## src/sv/tfc_pkg.sv

```systemverilog
// tfc_pkg: constants, codes and shared types of the flag cache.
// No dependencies; used by the interfaces and all modules.
`default_nettype none

package tfc_pkg;

  localparam int ENTRIES   = 128;
  localparam int KEY_BITS  = 64;
  localparam int TICK_BITS = 32;
  localparam int IDX_W     = $clog2(ENTRIES);

  // Port field widths (fixed)
  localparam int KEY_W   = 64;
  localparam int NOW_W   = 32;
  localparam int RAW_W   = 32;
  localparam int SLOT_W  = 7;
  localparam int LIFE_W  = 32;

  localparam logic [LIFE_W-1:0] LIFETIME_RESET = LIFE_W'(2000);

  localparam logic OP_LOOKUP = 1'b0;
  localparam logic OP_FILL   = 1'b1;

  // Controller to datapath
  typedef struct packed {
    logic load;    // capture request, restart scan
    logic rd_en;   // read entry at scan address, advance
    logic commit;  // write fill entry, load response register
  } tfc_cmd_t;

  // Datapath to controller
  typedef struct packed {
    logic addr_last;  // scan address is the last entry
    logic out_free;   // response register can take a new result
  } tfc_stat_t;

  typedef struct packed {
    logic [KEY_BITS-1:0]  key;
    logic                 value;
    logic [TICK_BITS-1:0] stamp;
  } tfc_entry_t;

endpackage

`default_nettype wire

```

## src/sv/tfc_ctrl.sv

```systemverilog
// tfc_ctrl: sequencer for the flag cache; one scan over all entries per request.
// Depends on tfc_pkg (command and status types).
`default_nettype none

module tfc_ctrl (
  input  wire logic               clk,
  input  wire logic               rst,
  input  wire logic               req_valid,
  output logic                    req_ready,
  input  wire tfc_pkg::tfc_stat_t stat,
  output tfc_pkg::tfc_cmd_t       cmd
);

  localparam logic [1:0] S_IDLE = 2'd0;
  localparam logic [1:0] S_SCAN = 2'd1;
  localparam logic [1:0] S_LAST = 2'd2;
  localparam logic [1:0] S_DONE = 2'd3;

  logic [1:0] state;
  logic [1:0] state_next;

  always_comb begin
    state_next = state;
    req_ready  = 1'b0;
    cmd        = '0;
    unique case (state)
      S_IDLE: begin
        req_ready = 1'b1;
        if (req_valid) begin
          cmd.load   = 1'b1;
          state_next = S_SCAN;
        end
      end
      S_SCAN: begin
        cmd.rd_en = 1'b1;
        if (stat.addr_last) begin
          state_next = S_LAST;
        end
      end
      // last entry is compared here
      S_LAST: begin
        state_next = S_DONE;
      end
      S_DONE: begin
        if (stat.out_free) begin
          cmd.commit = 1'b1;
          state_next = S_IDLE;
        end
      end
      default: begin
        state_next = S_IDLE;
      end
    endcase
  end

  always_ff @(posedge clk) begin
    if (rst) begin
      state <= S_IDLE;
    end else begin
      state <= state_next;
    end
  end

endmodule

`default_nettype wire

```

## config.mk

```make
export PLATFORM = sky130hd
export DESIGN_NAME = tfc_ctrl
export DESIGN_NICKNAME = d
export VERILOG_FILES = /design/src/sv/tfc_pkg.sv /design/src/sv/tfc_ctrl.sv
export SDC_FILE = /design/constraint.sdc
export NUM_CORES = 1
export LEC_CHECK = 0
export ABC_AREA = 1
export BUFFER_PORTS_ARGS = -buffer_cell sky130_fd_sc_hd__buf_2
export CAP_MARGIN = 10
export CORE_AREA = 10 10 47 49
export CTS_CLUSTER_SIZE = 24
export DETAILED_ROUTE_END_ITERATION = 10
export DIE_AREA = 0 0 57 59
export PLACE_DENSITY = 0.31
export SYNTH_ARGS = -nofsm -noshare
export SYNTH_HDL_FRONTEND = slang
export SYNTH_SLANG_ARGS = --single-unit
```

## constraint.sdc

```tcl
create_clock -name clk -period 1.2 [get_ports clk]
set_input_delay 0.18 -clock clk [delete_from_list [all_inputs] [get_ports clk]]
set_output_delay 0.18 -clock clk [all_outputs]
set_load 0.02 [all_outputs]
```

==> results of run 1 <==
repair_timing:
action | CTS | global route
setup endpoints to repair | 3 | 3
hold endpoints to repair | 0 | 0
resized for setup | 15 | 8
pin swaps | 1 | 4
setup buffers | 1 | 1
layout make-up:
type,count,area share (%)
Multi-Input combinational cell,19,42.3
Sequential cell,2,12.7
Clock buffer,3,6.34
Inverter,8,9.15
Tap cell,16,5.63
Timing Repair Buffer,11,23.9
critical path, delay by kind of cell, from the launching register on:
family,cells,cell delay (ns)
and+or+nand+nor,1,0.05
adders and majority gates,1,0.15
buffers and inverters,3,0.27
DFF,1,0.31
layer usage:
layer	wire [um]	up-vias	share of wire [%]	global-route usage, %
li1	-	109	-	-
met1	213	74	47	3.09
met2	143	11	31	3.57
met3	98	0	22	4.08
met4	0	0	0	2.01
met5	0	-	0	0
cell usage after synthesis, drive strengths merged:
cell type and n:
dfxtp 2, nand3 1, nand2 9, or2 1, inv 8, ha 4
nor2 4
layout by cell type, fill, tap and decap left out, drive strengths merged:
cell / netlist / final
nand3: 1 / 1
buf: 0 / 11
or2: 1 / 1
clkbuf: 0 / 3
nor2: 4 / 4
ha: 4 / 4
nand2: 9 / 9
dfxtp: 2 / 2
inv: 8 / 8
kinds of logic after synthesis:
| group | Yosys count |
|---|---|
| and+or+nand+nor | 15 |
| adders and majority gates | 4 |
| DFF | 2 |
| buffers and inverters | 8 |
report_power, final:
group / internal, mW / switching, mW
logic: 0.284 / 0.297
clock network: 0.110 / 0.0360
registers: 0.112 / 0.0393
final timing paths:
path	slack (ns)	to	startpoint
max reg2reg	0.07	state[0]	state[1]
max	0.02	cmd[0]	state[1]
min reg2reg	0.59	state[1]	state[1]
min	0.19	state[0]	rst
stage by stage:
stage / setup slack [ns] / util [%]
after floorplan: 0.0179 / -
after global placement: 0.0414 / 18.2
after CTS: 0.00269 / 23.8
after global routing: -0.0319 / 25.4
after detailed placement: 0.0366 / 18.2
final: 0.0225 / 25.4
==> reports/qor.txt, run 1 <==
placed cell area -> 255 sq um
area of the multi-input gates -> 150 sq um
Seq/Total Area, Yosys -> 21.3%
final instance area -> 355 sq um
Critical Path End Type -> primary output
Post-CTS Hold Fix Bufs -> 0
initial antenna violation count -> 0
final setup TNS -> 0 ns
syn_nets -> 38
Pwr Total -> 0.879 mW
Final ANT Viol Nets -> 0
number of global-route vias before repair -> 190
count of pins over their slew limit -> 0
Synth area leaders -> ha_1, dfxtp_1, inv_1, nand2_1, nor2_1
crit path DAT -> 1.00 ns
largest area contributor in the netlist -> ha_1
maximum resistive drop on vdd -> 0.909 mV
die area -> 3360 sq um
CTS Buffer Depth -> 2
Placement Rows -> 14
most used cell, CP -> buf_6
xor/xnor share of the synthesized area -> 0%
CP peak stage delay -> 0.31 ns
Post-Syn Instances -> 29
Clock Pin Slew Worst Setup and Hold Paths -> 0.03 ns
Via density -> 3.29
fmax -> 0.849 GHz
drt pass-1 iters -> 4
GRT overflow -> 0
drt first-iter violations -> 5
Synth Area in Adders -> 26.7%
largest family of logic cells by synthesized area -> simple AND/OR/NAND/NOR gates
gr usage total -> 3.20%
kind of critical path -> flip-flop to primary output
path depth of the worst reg2reg path -> 6
Initial Util -> 13.4%
Hold Path Stages -> 4
number of remaining DRC errors -> 0
min Tclk post-route -> 1.18 ns
Avg Inst Size Synth -> 6.47 sq um
htree depth -> 1
Tcrit/Tclk final -> 98.1%
Hold Violations, Final -> 0
first-pass GRT wire length -> 821 um
DR WL/cell -> 7.69 um
Syn-to-layout area delta -> 89.3%
largest net degree at the start of global routing -> 5
routed vias -> 194
Worst Tran Pin Value -> 0.112 ns
Biggest register -> state
Reg area -> 45.0 sq um
Pleak -> 0.193 nW
setup violators final -> 0
worst-path fanout max -> 2
Chip Height -> 59 um
gpl congestion -> 0.657
RSZ-0062 raised after global routing -> true
Cell Pwr Density -> 2470 nW/um^2
Synth Area in Compound Gates -> 0%
Post-Route WL -> 454 um
IO Count -> 9
clock sink count -> 2
number of max-cap violations -> 0
core area -> 1400 sq um
HPWL after detailed placement -> 368 um
synth warn -> 0
IO Port Bufs -> 8
fin nets -> 54
worst path cell trace -> buf_6 -> ha_4 -> nand2_2 -> inv_2 -> buf_6
layout cell share with drive strength beyond 1 -> 62.8%
final setup skew -> 0.00423 ns
Placed Cells -> 54
post-route insts no fill -> 59
Yosys cell types -> 8
max_slew headroom -> 92.6%
Crit-path slowest cell -> dfxtp_2
Syn Std Cell Area -> 188 sq um
synthesis-stage register bit count -> 2
Largest regs -> state (2)
simple-gate area share of the yosys netlist -> 36.0%
CTS buffer count -> 3
CTS tree -> yes
Req. time, crit path -> 1.02 ns
Synth top area share -> 26.7%
clk_lat worst skew -> 0.22 ns
Hold Path Class -> input port to flip-flop
crit start category -> flip-flop
status -> complete, no violations
multiplexer share of the synthesized area -> 0%
ant diodes -> 0
filler instances -> 164
max FFs per register -> 2
CTS root buffer -> clkbuf_4
WHS -> 0.195 ns
die width -> 57 um
Power figures use the tool's default switching activity.
==> inputs of run 2 (changes only) <==
==> constraint.sdc (replaced) <==
create_clock -name clk -period 1.2 [get_ports clk]
set_input_delay 0.12 -clock clk [delete_from_list [all_inputs] [get_ports clk]]
set_output_delay 0.12 -clock clk [all_outputs]
set_load 0.02 [all_outputs]
==> reports/qor.txt, run 2 (same netlist as run 1, synthesis figures left out) <==
final instance area -> 323 sq um (-9.2%)
Largest regs -> state (2)
number of global-route vias before repair -> 187 (-1.6%)
die area -> 3360 sq um (unchanged)
count of pins over their slew limit -> 0 (unchanged)
htree depth -> 1 (unchanged)
Flop pwr share -> 19.2% (+2.0 points)
final setup TNS -> 0 ns (unchanged)
Pwr Total -> 0.790 mW (-10%)
max_slew headroom -> 92.6% (about the same)
Crit-path slowest cell -> dfxtp_2
drt first-iter violations -> 3 (-2)
Syn-to-layout area delta -> 72.0%
placed cell area -> 255 sq um (unchanged)
Placement Rows -> 14 (unchanged)
Hold Path Class -> input port to flip-flop
clk_lat worst skew -> 0.22 ns (about the same)
final setup skew -> 0.00287 ns (-0.00135 ns)
Initial Util -> 13.4% (unchanged)
Buf/Inv on CP -> 3 (unchanged)
setup slack at placement -> 0.0366 ns (unchanged)
CTS tree -> yes
Clk pwr share -> 18.4% (+1.8 points)
die width -> 57 um (unchanged)
clock sink count -> 2 (unchanged)
setup violators final -> 0 (unchanged)
worst setup margin -> 0.0533 ns (+0.0308 ns)
initial antenna violation count -> 0 (unchanged)
max FFs per register -> 2 (unchanged)
Cell Pwr Density -> 2450 nW/um^2 (-1.1%)
Final ANT Viol Nets -> 0 (unchanged)
CTS buffer count -> 3 (unchanged)
Post-CTS Setup Bufs -> 0 (-1)
CTS root buffer -> clkbuf_4
ant diodes -> 0 (unchanged)
Req. time, crit path -> 1.08 ns (+0.06 ns)
HPWL after detailed placement -> 368 um (unchanged)
fin nets -> 52 (-3.7%)
GRT overflow -> 0 (unchanged)
maximum resistive drop on vdd -> 0.892 mV (-1.9%)
crit path DAT -> 1.03 ns (+0.03 ns)
Hold Violations, Final -> 0 (unchanged)
Post-CTS Hold Fix Bufs -> 0 (unchanged)
Clock Pin Slew Worst Setup and Hold Paths -> 0.03 ns (about the same)
WHS -> 0.129 ns (-0.0655 ns)
number of remaining DRC errors -> 0 (unchanged)
Int Power -> 0.441 mW (-13%)
Post-Route WL -> 430 um (-5.3%)
CP peak stage delay -> 0.31 ns (about the same)
core area -> 1400 sq um (unchanged)
worst-path fanout max -> 2 (unchanged)
routed vias -> 174 (-10%)
kind of critical path -> flip-flop to primary output
crit start category -> flip-flop
status -> complete, no violations
drt pass-1 iters -> 2 (-2)
RSZ-0062 raised after global routing -> false
Biggest register -> state
first-pass GRT wire length -> 793 um (-3.4%)
Critical Path End Type -> primary output
largest net degree at the start of global routing -> 5 (unchanged)
Chip Height -> 59 um (unchanged)
Pleak -> 0.185 nW (-4.1%)
DR WL/cell -> 7.54 um (-2.0%)
min Tclk post-route -> 1.15 ns (-0.0308 ns)
CTS Buffer Depth -> 2 (unchanged)
fmax -> 0.872 GHz (+2.7%)
Worst Tran Pin Value -> 0.112 ns (+0.000192 ns)
Comb pwr share -> 62.4% (-3.7 points)
most frequent cells in the layout -> nand2_1, inv_1, buf_2, nor2_1, clkbuf_4
commonest non-fill, non-tap cell in the layout -> nand2_1
Via density -> 3.05 (-7.2%)
Tcrit/Tclk final -> 95.6% (-2.6 points)
worst path cell trace -> buf_6 -> ha_4 -> nand2_1 -> inv_1 -> buf_4
gpl congestion -> 0.657 (unchanged)
Sw Pwr -> 0.349 mW (-6.4%)
number of max-cap violations -> 0 (unchanged)
Crit path max-delay family -> flip-flops
Sw Ratio -> 44.1% (+1.8 points)
gr usage total -> 3.11% (-0.085 points)
IO Port Bufs -> 8 (unchanged)
IO Count -> 9 (unchanged)
layout cell share with drive strength beyond 1 -> 48.8% (-14 points)
==> run 2: cell types whose count changed in the layout (fill, tap and decap cells not counted) <==
| cell | before | now |
|---|---|---|
| buf_4 | 2 | 1 |
| inv_1 | 4 | 6 |
| inv_2 | 3 | 1 |
| or2_1 | 1 | 0 |
| ha_1 | 1 | 2 |
| buf_2 | 5 | 6 |
| nand2_2 | 3 | 1 |
| buf_6 | 4 | 2 |
| or2_0 | 0 | 1 |
| ha_2 | 1 | 0 |
| nand2_1 | 6 | 8 |
==> run 2: path summary, 6_finish.rpt <==
check	from	to	slack [ns]	cells after the start
setup reg to reg	state[0]	state[0]	0.15	5
hold reg to reg	state[1]	state[1]	0.58	4
hold / removal	rst	state[0]	0.13	4
setup / recovery	state[1]	cmd[0]	0.05	5
==> run 2: cell type report <==
cell class,count,area [sq um]
Clock buffer,3,22.5
Sequential cell,2,45.0
Inverter,8,32.5
Fill cell,164,1080
Multi-Input combinational cell,19,143
Tap cell,16,20.0
Timing Repair Buffer,9,60.1
==> run 2: stage by stage <==
step	utilization (%)	std cells
CTS	20.4	57
detailed placement	18.2	54
global route	23.0	57
finish	23.0	57
global placement	18.2	54
floorplan	-	29
==> run 2: power by group through the flow <==
stage	clock network (mW)	logic (mW)	registers, mW
global route	0.162	0.578	0.155
global placement	0	0.428	0.119
detailed placement	0	0.418	0.118
CTS	0.154	0.437	0.124
floorplan	0	0.295	0.120
finish	0.145	0.493	0.152
==> run 2: worst min-delay path, stage by stage <==
cell,delay (ns)
buf_2,0.07
inv_1,0.04
nand2_1,0.05
nor2_1,0.03
==> run 2: metal layers <==
metal  wire length (um)  up-vias  track usage [%]
met4                  0        0             2.01
li1                   -      105                -
met5                  0        -                0
met1                213       60             3.09
met3                 94        0             4.08
met2                122        9             3.26
==> run 2: repair_timing <==
item                                    in CTS  in global routing
hold endpoints to repair                     0                  0
resized for setup                            5                  9
endpoints found under the setup margin       2                  2
==> inputs of run 3 (changes only) <==
RECOVER_POWER = 50   (was not set)
==> reports/qor.txt, run 3 (same netlist as run 1, synthesis figures left out) <==
status -> complete, no violations
Hold Path Class -> input port to flip-flop
Crit path max-delay family -> flip-flops
Critical Path End Type -> primary output
CP peak stage delay -> 0.31 ns (about the same)
Worst Tran Pin Value -> 0.123 ns (+0.0115 ns)
die width -> 57 um (unchanged)
WHS -> 0.129 ns (unchanged)
RSZ-0062 raised after global routing -> false
drt pass-1 iters -> 2 (unchanged)
worst-path fanout max -> 2 (unchanged)
Initial Util -> 13.4% (unchanged)
htree depth -> 1 (unchanged)
setup slack at placement -> 0.0366 ns (unchanged)
Buf/Inv on CP -> 3 (unchanged)
max_slew headroom -> 91.8% (-0.78 points)
number of max-cap violations -> 0 (unchanged)
worst setup margin -> 0.0533 ns (unchanged)
min Tclk post-route -> 1.15 ns (unchanged)
Critical Path Sink -> cmd[0]
final setup skew -> 0.00287 ns (unchanged)
Clock Pin Slew Worst Setup and Hold Paths -> 0.03 ns (about the same)
Post-CTS Setup Bufs -> 0 (unchanged)
GRT overflow -> 0 (unchanged)
Tcrit/Tclk final -> 95.6% (unchanged)
routed length on met1 -> 214 um (+0.47%)
Placed Cells -> 54 (unchanged)
CTS tree -> yes
core area -> 1400 sq um (unchanged)
routed vias -> 174 (unchanged)
Crit-path slowest cell -> dfxtp_2
WL met3 -> 93 um (-1.1%)
Largest regs -> state (2)
fin nets -> 52 (unchanged)
clk_lat worst skew -> 0.22 ns (about the same)
HPWL after detailed placement -> 368 um (unchanged)
Worst Setup SP -> state[1]
CP Depth -> 5 (unchanged)
drt first-iter violations -> 3 (unchanged)
gr usage total -> 3.11% (unchanged)
Biggest register -> state
IO Count -> 9 (unchanged)
met2 WL -> 122 um (unchanged)
fmax -> 0.872 GHz (unchanged)
crit start category -> flip-flop
die area -> 3360 sq um (unchanged)
Req. time, crit path -> 1.08 ns (about the same)
clock sink count -> 2 (unchanged)
post-route insts no fill -> 57 (unchanged)
most frequent cells in the layout -> nand2_1, inv_1, nor2_1, buf_2, clkbuf_4
CTS Buffer Depth -> 2 (unchanged)
Syn-to-layout area delta -> 72.0% (unchanged)
largest net degree at the start of global routing -> 5 (unchanged)
Post-Route WL -> 429 um (-0.23%)
commonest non-fill, non-tap cell in the layout -> nand2_1
layout cell share with drive strength beyond 1 -> 48.8% (unchanged)
setup violators final -> 0 (unchanged)
initial antenna violation count -> 0 (unchanged)
count of pins over their slew limit -> 0 (unchanged)
reg2reg end -> state[0]
first-pass GRT wire length -> 793 um (unchanged)
IO Port Bufs -> 8 (unchanged)
number of global-route vias before repair -> 187 (unchanged)
max FFs per register -> 2 (unchanged)
Post-CTS Hold Fix Bufs -> 0 (unchanged)
CTS buffer count -> 3 (unchanged)
Via density -> 3.05 (unchanged)
number of remaining DRC errors -> 0 (unchanged)
final setup TNS -> 0 ns (unchanged)
maximum resistive drop on vdd -> 0.892 mV (about the same)
Pleak -> 0.185 nW (about the same)
DR WL/cell -> 7.53 um (-0.23%)
ant diodes -> 0 (unchanged)
Cell Pwr Density -> 2450 nW/um^2 (+0.21%)
Final ANT Viol Nets -> 0 (unchanged)
worst path cell trace -> buf_6 -> ha_4 -> nand2_1 -> inv_1 -> buf_4
crit path DAT -> 1.03 ns (about the same)
path depth of the worst reg2reg path -> 5 (unchanged)
gpl congestion -> 0.657 (unchanged)
worst r2r src -> state[0]
Hold Violations, Final -> 0 (unchanged)
CTS root buffer -> clkbuf_4
Top Layer Used -> met3
kind of critical path -> flip-flop to primary output
reg-to-reg slack, setup -> 0.15 ns (about the same)
Placement Rows -> 14 (unchanged)
Chip Height -> 59 um (unchanged)
[run 3: cell count changes in the layout (fill, tap and decap cells not counted), sizes merged]
cell / before / now
clkbuf: 3 / 5
buf: 9 / 7
[run 3: layout make-up]
| class | count | area, sq um |
|---|---|---|
| timing repair buffer | 9 | 60.1 |
| tap | 16 | 20.0 |
| sequential | 2 | 45.0 |
| clock buffer | 3 | 22.5 |
| inverter | 8 | 32.5 |
| fill | 164 | 1080 |
| multi-input combinational | 19 | 143 |
[run 3: worst min path at each step]
| stage | slack [ns] | from | end | depth (start not counted) |
|---|---|---|---|---|
| after floorplan | 0.28 | rst | state[1] | 3 |
| after global placement | 0.38 | rst | state[0] | 4 |
| after detailed placement | 0.37 | rst | state[0] | 4 |
| after CTS | 0.13 | rst | state[0] | 4 |
| after global routing | 0.15 | rst | state[0] | 4 |
| final | 0.13 | rst | state[0] | 4 |
[run 3: tightest hold or removal path, delay by kind of cell]
family | cells | cell delay, ns
buffers and inverters | 2 | 0.11
AND/OR/NAND/NOR | 2 | 0.08
[run 3: metal layers]
layer / track usage (%) / vias up
li1: - / 105
met1: 3.09 / 60
met2: 3.26 / 9
met3: 4.08 / 0
met4: 2.01 / 0
met5: 0 / -
[run 3: stage by stage]
step                area, sq um  util (%)  power, mW
finish                      323      23.0      0.792
global route                323      23.0      0.896
CTS                         287      20.4      0.715
detailed placement          255      18.2      0.536
global placement            255      18.2      0.547
floorplan                   188         -      0.414
[run 3: timing repair]
action	4_1_cts	5_1_grt
gates resized for setup	5	9
gates cloned	0	0
endpoints found under the setup margin	2	2
[run 3: where the power goes]
group          switching [mW]  internal [mW]
sequential             0.0396          0.112
clock                  0.0352          0.110
combinational           0.275          0.219
total                   0.350          0.442
